**config.mk**
```make
export PLATFORM = sky130hd
export DESIGN_NAME = preemptive_priority_token_arbiter_unit
export DESIGN_NICKNAME = d
export VERILOG_FILES = /design/src/hw/rtl/ppta_pkg.sv /design/src/hw/rtl/ppta_ctrl.sv /design/src/hw/rtl/ppta_datapath.sv /design/src/hw/rtl/preemptive_priority_token_arbiter_unit.sv
export SDC_FILE = /design/constraint.sdc
export NUM_CORES = 1
export LEC_CHECK = 0
export BUFFER_PORTS_ARGS = -buffer_cell sky130_fd_sc_hd__buf_4
export CORE_ASPECT_RATIO = 1.75
export CORE_MARGIN = 4
export CORE_UTILIZATION = 50
export DETAILED_ROUTE_END_ITERATION = 6
export PLACE_DENSITY = 0.78
export SLEW_MARGIN = 20
export SYNTH_ARGS = -nofsm -noshare
export SYNTH_HDL_FRONTEND = slang
export SYNTH_SLANG_ARGS = --single-unit
```
**constraint.sdc**
```tcl
create_clock -name clk -period 7.8 [get_ports clk]
set_input_delay 1.56 -clock clk [delete_from_list [all_inputs] [get_ports clk]]
set_output_delay 1.56 -clock clk [all_outputs]
set_load 0.02 [all_outputs]
```
**src/hw/rtl/ppta_pkg.sv**
```systemverilog
package ppta_pkg;

  localparam int ACTION_W = 2;
  localparam int REQ_W    = 3;
  localparam int PRIO_W   = 3;
  localparam int STATUS_W = 2;

  localparam logic [ACTION_W-1:0] ACT_BEGIN = 2'd0;
  localparam logic [ACTION_W-1:0] ACT_END   = 2'd1;

  localparam logic [STATUS_W-1:0] STAT_ACK     = 2'd0;
  localparam logic [STATUS_W-1:0] STAT_NACK    = 2'd1;
  localparam logic [STATUS_W-1:0] STAT_INVALID = 2'd2;

  localparam logic KIND_PREEMPTED = 1'b0;
  localparam logic KIND_GRANTED   = 1'b1;

  typedef enum logic [1:0] {
    S_IDLE,
    S_SCAN,
    S_RESP
  } state_t;

  typedef struct packed {
    logic exec;
    logic step;
  } ctrl_cmd_t;

  typedef struct packed {
    logic need_scan;
    logic scan_last;
  } dp_status_t;

endpackage

```
**src/hw/rtl/ppta_ctrl.sv**
```systemverilog
module ppta_ctrl (
  input  logic                clk,
  input  logic                rst_n,
  input  logic                start,
  input  ppta_pkg::dp_status_t dp_stat,
  output ppta_pkg::ctrl_cmd_t cmd,
  output logic                busy,
  output logic                out_valid
);

  ppta_pkg::state_t state_r, state_nxt;

  always_ff @(posedge clk) begin
    if (!rst_n) begin
      state_r <= ppta_pkg::S_IDLE;
    end else begin
      state_r <= state_nxt;
    end
  end

  always_comb begin
    state_nxt = state_r;
    cmd       = '0;
    busy      = 1'b0;
    out_valid = 1'b0;
    unique case (state_r)
      ppta_pkg::S_IDLE, ppta_pkg::S_RESP: begin
        out_valid = (state_r == ppta_pkg::S_RESP);
        state_nxt = ppta_pkg::S_IDLE;
        if (start) begin
          cmd.exec  = 1'b1;
          state_nxt = dp_stat.need_scan ? ppta_pkg::S_SCAN : ppta_pkg::S_RESP;
        end
      end
      ppta_pkg::S_SCAN: begin
        busy     = 1'b1;
        cmd.step = 1'b1;
        if (dp_stat.scan_last) begin
          state_nxt = ppta_pkg::S_RESP;
        end
      end
      default: begin
        state_nxt = ppta_pkg::S_IDLE;
      end
    endcase
  end

endmodule

```
**src/hw/rtl/ppta_datapath.sv**
```systemverilog
module ppta_datapath #(
  parameter int NUM_REQUESTERS = 6,
  parameter int TOP_PRIORITY   = 6
) (
  input  logic                             clk,
  input  logic                             rst_n,
  input  ppta_pkg::ctrl_cmd_t              cmd,
  output ppta_pkg::dp_status_t             dp_stat,
  input  logic [ppta_pkg::ACTION_W-1:0]    in_action,
  input  logic [ppta_pkg::REQ_W-1:0]       in_requester,
  input  logic [ppta_pkg::PRIO_W-1:0]      in_request_priority,
  output logic [ppta_pkg::STATUS_W-1:0]    out_status,
  output logic                             out_notify_valid,
  output logic [ppta_pkg::REQ_W-1:0]       out_notify_target,
  output logic                             out_notify_kind,
  output logic                             out_holder_valid,
  output logic [ppta_pkg::REQ_W-1:0]       out_holder
);

  localparam int CNT_W = (NUM_REQUESTERS > 1) ? $clog2(NUM_REQUESTERS) : 1;

  logic [ppta_pkg::PRIO_W-1:0] pending_r [NUM_REQUESTERS];
  logic [ppta_pkg::PRIO_W-1:0] pending_nxt [NUM_REQUESTERS];

  logic [ppta_pkg::REQ_W-1:0]  holder_idx_r, holder_idx_nxt;
  logic                        holder_present_r, holder_present_nxt;
  logic [ppta_pkg::PRIO_W-1:0] holder_level_r, holder_level_nxt;

  logic [CNT_W-1:0]            scan_idx_r, scan_idx_nxt;
  logic [ppta_pkg::PRIO_W-1:0] best_level_r, best_level_nxt;
  logic [ppta_pkg::REQ_W-1:0]  best_idx_r, best_idx_nxt;
  logic                        best_found_r, best_found_nxt;

  logic [ppta_pkg::STATUS_W-1:0] status_r, status_nxt;
  logic                          nvalid_r, nvalid_nxt;
  logic [ppta_pkg::REQ_W-1:0]    ntarget_r, ntarget_nxt;
  logic                          nkind_r, nkind_nxt;

  logic                        in_range;
  logic                        is_holder;
  logic [ppta_pkg::PRIO_W-1:0] prio_sat;
  logic [ppta_pkg::PRIO_W-1:0] cand;
  logic                        better;

  assign in_range  = (32'(in_requester) < NUM_REQUESTERS);
  assign is_holder = holder_present_r && (holder_idx_r == in_requester);
  assign prio_sat  = (32'(in_request_priority) > TOP_PRIORITY) ?
                     ppta_pkg::PRIO_W'(TOP_PRIORITY) : in_request_priority;
  assign cand      = pending_r[scan_idx_r];
  assign better    = cand > best_level_r;

  assign dp_stat.need_scan = (in_action == ppta_pkg::ACT_END) && in_range && is_holder;
  assign dp_stat.scan_last = (scan_idx_r == CNT_W'(NUM_REQUESTERS - 1));

  always_comb begin
    pending_nxt        = pending_r;
    holder_idx_nxt     = holder_idx_r;
    holder_present_nxt = holder_present_r;
    holder_level_nxt   = holder_level_r;
    scan_idx_nxt       = scan_idx_r;
    best_level_nxt     = best_level_r;
    best_idx_nxt       = best_idx_r;
    best_found_nxt     = best_found_r;
    status_nxt         = status_r;
    nvalid_nxt         = nvalid_r;
    ntarget_nxt        = ntarget_r;
    nkind_nxt          = nkind_r;

    if (cmd.exec) begin
      status_nxt     = ppta_pkg::STAT_ACK;
      nvalid_nxt     = 1'b0;
      ntarget_nxt    = '0;
      nkind_nxt      = ppta_pkg::KIND_PREEMPTED;
      scan_idx_nxt   = '0;
      best_level_nxt = '0;
      best_idx_nxt   = '0;
      best_found_nxt = 1'b0;
      unique case (in_action)
        ppta_pkg::ACT_BEGIN: begin
          if (in_range) begin
            for (int i = 0; i < NUM_REQUESTERS; i++) begin
              if (32'(in_requester) == i) begin
                pending_nxt[i] = prio_sat;
              end
            end
            if (prio_sat > holder_level_r) begin
              if (holder_present_r && (holder_idx_r != in_requester)) begin
                nvalid_nxt  = 1'b1;
                ntarget_nxt = holder_idx_r;
                nkind_nxt   = ppta_pkg::KIND_PREEMPTED;
              end
              holder_idx_nxt     = in_requester;
              holder_present_nxt = 1'b1;
              holder_level_nxt   = prio_sat;
              status_nxt         = ppta_pkg::STAT_ACK;
            end else begin
              status_nxt = is_holder ? ppta_pkg::STAT_ACK : ppta_pkg::STAT_NACK;
            end
          end else begin
            status_nxt = ppta_pkg::STAT_NACK;
          end
        end
        ppta_pkg::ACT_END: begin
          if (in_range) begin
            for (int i = 0; i < NUM_REQUESTERS; i++) begin
              if (32'(in_requester) == i) begin
                pending_nxt[i] = '0;
              end
            end
          end
        end
        default: begin
          status_nxt = ppta_pkg::STAT_INVALID;
        end
      endcase
    end else if (cmd.step) begin
      if (better) begin
        best_level_nxt = cand;
        best_idx_nxt   = ppta_pkg::REQ_W'(scan_idx_r);
        best_found_nxt = 1'b1;
      end
      scan_idx_nxt = scan_idx_r + 1'b1;
      if (dp_stat.scan_last) begin
        holder_present_nxt = best_found_nxt;
        holder_idx_nxt     = best_idx_nxt;
        holder_level_nxt   = best_level_nxt;
        status_nxt         = ppta_pkg::STAT_ACK;
        nvalid_nxt         = best_found_nxt;
        ntarget_nxt        = best_idx_nxt;
        nkind_nxt          = best_found_nxt ? ppta_pkg::KIND_GRANTED
                                            : ppta_pkg::KIND_PREEMPTED;
      end
    end
  end

  always_ff @(posedge clk) begin
    if (!rst_n) begin
      for (int i = 0; i < NUM_REQUESTERS; i++) begin
        pending_r[i] <= '0;
      end
      holder_idx_r     <= '0;
      holder_present_r <= 1'b0;
      holder_level_r   <= '0;
      scan_idx_r       <= '0;
    end else begin
      pending_r        <= pending_nxt;
      holder_idx_r     <= holder_idx_nxt;
      holder_present_r <= holder_present_nxt;
      holder_level_r   <= holder_level_nxt;
      scan_idx_r       <= scan_idx_nxt;
    end
  end

  always_ff @(posedge clk) begin
    best_level_r <= best_level_nxt;
    best_idx_r   <= best_idx_nxt;
    best_found_r <= best_found_nxt;
    status_r     <= status_nxt;
    nvalid_r     <= nvalid_nxt;
    ntarget_r    <= ntarget_nxt;
    nkind_r      <= nkind_nxt;
  end

  assign out_status        = status_r;
  assign out_notify_valid  = nvalid_r;
  assign out_notify_target = ntarget_r;
  assign out_notify_kind   = nkind_r;
  assign out_holder_valid  = holder_present_r;
  assign out_holder        = holder_present_r ? holder_idx_r : '0;

endmodule

```
**src/hw/rtl/preemptive_priority_token_arbiter_unit.sv**
```systemverilog
// Begin, invalid, and end by a non-holder: result strobes in the cycle after acceptance;
// a new request may be accepted in that same cycle (one request per cycle).
// End by the holder: busy while the scan unit reads one pending entry per cycle, from
// index 0 up to NUM_REQUESTERS - 1; the result strobes once the last entry has been read.
// Synchronous active-low reset clears all pending requests and frees the token.
// Results cannot be stalled: out_valid is high for exactly one cycle per request.
module preemptive_priority_token_arbiter_unit #(
  parameter int NUM_REQUESTERS = 6,
  parameter int TOP_PRIORITY   = 6
) (
  input  logic                             clk,
  input  logic                             rst_n,
  input  logic                             start,
  output logic                             busy,
  input  logic [ppta_pkg::ACTION_W-1:0]    in_action,
  input  logic [ppta_pkg::REQ_W-1:0]       in_requester,
  input  logic [ppta_pkg::PRIO_W-1:0]      in_request_priority,
  output logic                             out_valid,
  output logic [ppta_pkg::STATUS_W-1:0]    out_status,
  output logic                             out_notify_valid,
  output logic [ppta_pkg::REQ_W-1:0]       out_notify_target,
  output logic                             out_notify_kind,
  output logic                             out_holder_valid,
  output logic [ppta_pkg::REQ_W-1:0]       out_holder
);

  ppta_pkg::ctrl_cmd_t  cmd;
  ppta_pkg::dp_status_t dp_stat;

  ppta_ctrl u_ctrl (
    .clk       (clk),
    .rst_n     (rst_n),
    .start     (start),
    .dp_stat   (dp_stat),
    .cmd       (cmd),
    .busy      (busy),
    .out_valid (out_valid)
  );

  ppta_datapath #(
    .NUM_REQUESTERS (NUM_REQUESTERS),
    .TOP_PRIORITY   (TOP_PRIORITY)
  ) u_datapath (
    .clk                 (clk),
    .rst_n               (rst_n),
    .cmd                 (cmd),
    .dp_stat             (dp_stat),
    .in_action           (in_action),
    .in_requester        (in_requester),
    .in_request_priority (in_request_priority),
    .out_status          (out_status),
    .out_notify_valid    (out_notify_valid),
    .out_notify_target   (out_notify_target),
    .out_notify_kind     (out_notify_kind),
    .out_holder_valid    (out_holder_valid),
    .out_holder          (out_holder)
  );

  a_accept_progress: assert property (@(posedge clk) disable iff (!rst_n)
    (start && !busy) |=> (out_valid || busy))
    else $error("accepted request did not advance");

  a_grant_is_holder: assert property (@(posedge clk) disable iff (!rst_n)
    (out_valid && out_notify_valid && (out_notify_kind == ppta_pkg::KIND_GRANTED))
    |-> (out_holder_valid && (out_holder == out_notify_target)))
    else $error("granted target is not the holder");

  a_preempt_not_holder: assert property (@(posedge clk) disable iff (!rst_n)
    (out_valid && out_notify_valid && (out_notify_kind == ppta_pkg::KIND_PREEMPTED))
    |-> (out_holder_valid && (out_holder != out_notify_target)))
    else $error("preempted target still holds the token");

  a_exec_not_while_scanning: assert property (@(posedge clk) disable iff (!rst_n)
    !(cmd.exec && cmd.step))
    else $error("exec and scan step together");

endmodule

```
==> impl_metrics.tcl <==
set metrics [dict create \
    slew_headroom_pct 45.4 \
    synthFlopType "dfxtp_1" \
    antenna_found_initial 0 \
    met2_length_um 2920 \
    synth-edff-count 6 \
    viasPerCell 5.87 \
    ys_ff_latch 44 \
    syn-num-nets 270 \
    grt_pass1_wl_um 8810 \
    fin_crit_ns 3.21 \
    rsz0062_at_grt "false" \
    cts-root-buf "clkbuf_8" \
    drt-pass1-iter-count 4 \
    syn2layout_area_growth_pct 11.5 \
    clock_path_buffers 2 \
    gr-usage-all-layers_pct 19.4 \
    grt_max_degree 32 \
    finalSetupTns_ns 0 \
    clk_pin_slew_ns 0.08 \
    crit_fanout 12 \
    postSynthCellCount 251 \
    netlist_area_um2 2350 \
    start_util_pct 52.5 \
    top_layer_used "met4" \
    max_cap_violations 0 \
    drv_slew 0 \
    detail-route-antenna-nets 0 \
    p_total_uw 422 \
    rows 32 \
    drc 0 \
    max_freq_mhz 311 \
    m1WireLength_um 2030 \
    clock_latency_ns 0.29 \
    coreArea_um2 4480 \
    synthArstFlopShare_pct 0 \
    finalCritPeriodShare_pct 41.2 \
    numPlacedInstances 309 \
    route.met3.wl_um 200 \
    num_vias 1861 \
    wl_per_cell_um 17.0 \
    cts_tree "built" \
    hold_class "reg2reg" \
    numCtsBuffers 5 \
    ys_seq_area_share_pct 40.0 \
    gp_congestion 0.895 \
    outcome "completed" \
    finalSetupViolCount 0 \
    whs_ns 0.469 \
    power_density_nw_per_um2 161 \
    drive_above_1_share_pct 14.3 \
    path_class "reg2reg" \
    avgSynthCellArea_um2 9.38 \
    die_w_um 59.9 \
    dp_hpwl_um 4120 \
    yosys.cell_types.count 48 \
    die-height_um 98.8 \
    p_leak_nw 0.981 \
    die-area_um2 5910 \
    tightest_slew_ns 0.815 \
    skew_ns 0.00350 \
    htree_levels 2 \
    final_cells 317 \
    cts_hold_repair.buffers 0 \
    fin_util_pct 58.5 \
    portBuffers 23 \
    arrival_ns 3.39 \
    grt-ovfl-total 0 \
    nets 284 \
    postCtsSetupBuffers 0 \
    required_ns 7.98 \
    yosysWarnings 0 \
    wirelength_um 5390 \
    peakVddDrop_uv 138 \
    drt_iter0_markers 40 \
    crit_path_start_kind "flip-flop" \
    critPathCaptureType "flip-flop" \
    grt_pass1_vias 1919 \
    num_antenna_cells 0 \
    post_cts_resize_count 0 \
    io_pins 24 \
    hold_violations 0 \
    numClockSinks 44 \
]
[power by group]
| group | leakage [nW] | internal [mW] | switching (mW) | total, mW |
|---|---|---|---|---|
| Sequential | 0.368 | 0.233 | 0.00204 | 0.235 |
| Clock | 0.0455 | 0.0722 | 0.0716 | 0.144 |
| Combinational | 0.568 | 0.0172 | 0.0257 | 0.0428 |
[cell usage after synthesis (3+ instances only)]
cell / instances / area share [%]
a211oi_1: 6 / 1.9
a21boi_0: 5 / 1.6
a21oi_1: 3 / 0.64
a31oi_1: 3 / 0.80
and2_1: 7 / 1.9
buf_2: 3 / 0.64
clkbuf_1: 15 / 2.4
dfxtp_1: 38 / 32
edfxtp_1: 6 / 7.7
ha_1: 8 / 4.3
inv_1: 7 / 1.1
mux2i_1: 28 / 12
nand2_1: 14 / 2.2
nand2b_1: 5 / 1.3
nand3_1: 10 / 2.1
nand3b_1: 3 / 0.96
nor2_1: 18 / 2.9
nor2b_1: 21 / 5.6
o21ai_0: 8 / 1.7
o2bb2ai_1: 3 / 1.1
o31a_1: 3 / 1.1
xnor2_1: 4 / 1.5
[critical path: stages (launching register included)]
cell	delay, ns
dfxtp_1	0.70
mux2i_1	0.17
o32a_1	0.31
o21ai_0	0.16
ha_1	0.32
nand3_1	0.08
o21ai_1	0.16
nor3b_1	0.69
buf_4	0.26
mux2i_1	0.18
nor2_1	0.05
[cells in the final DEF, fill, tap and decap left out, drive strengths merged, types with 3 or more instances in the layout]
master	instances
nor2b	21
edfxtp	6
nand2	14
ha	8
nor2	18
o31ai	3
a211oi	7
a21boi	5
clkbuf	8
o2bb2ai	3
nand3	10
xnor2	4
a21oi	3
o21ai	9
inv	7
mux2i	28
a31oi	3
nand3b	3
dfxtp	38
and2	7
nand2b	6
buf	26
o31a	3
[metrics by stage]
| step | instance area, µm² | setup WS, ns |
|---|---|---|
| detailed placement | 2530 | 4.44 |
| floorplan | 2350 | 4.60 |
| finish | 2630 | 4.59 |
| global route | 2630 | 4.36 |
| global placement | 2530 | 4.49 |
| CTS | 2630 | 4.58 |
[sequential cells by signal (all words and copies together) (netlist names)]
register	count
u_datapath.best_found_r	1
u_datapath.pending_r	18
u_datapath.scan_idx_r	3
u_ctrl.state_r	2
u_datapath.holder_idx_r	3
u_datapath.out_notify_kind	1
u_datapath.out_status	2
u_datapath.best_level_r	3
u_datapath.out_notify_target	3
u_datapath.best_idx_r	3
u_datapath.out_notify_valid	1
u_datapath.out_holder_valid	1
u_datapath.holder_level_r	3
[per-layer routing]
layer  track usage, %  vias up
met2             34.9       47
li1                 -      919
met5                0        -
met3             4.19       18
met1             19.9      877
met4             10.1        0
[cell type report]
| class | count | area (µm²) |
|---|---|---|
| inverter | 7 | 26.3 |
| clock buffer | 8 | 90.1 |
| multi-input combinational | 181 | 1310 |
| fill | 422 | 1860 |
| tap | 51 | 63.8 |
| sequential | 44 | 941 |
| timing repair buffer | 26 | 195 |
[final timing paths]
path                                  from                        to  slack [ns]  cells after the start
setup / recovery  u_datapath.scan_idx_r[1]  u_datapath.best_idx_r[2]        4.59                     10
hold / removal     u_datapath.pending_r[6]   u_datapath.pending_r[6]        0.47                      2
setup reg to reg  u_datapath.scan_idx_r[1]  u_datapath.best_idx_r[2]        4.59                     10
hold reg to reg    u_datapath.pending_r[6]   u_datapath.pending_r[6]        0.47                      2
[cells by family after synthesis]
family / Yosys count / synth area share, %
AND/OR/NAND/NOR: 90 / 21.5
AO/OA/AOI/OAI: 50 / 16.1
flip-flops: 44 / 40.0
multiplexers: 28 / 11.9
buffers and inverters: 26 / 4.46
adder cells (fa/ha/maj): 8 / 4.25
XOR/XNOR: 5 / 1.86
(Power assumes the default switching activity.)
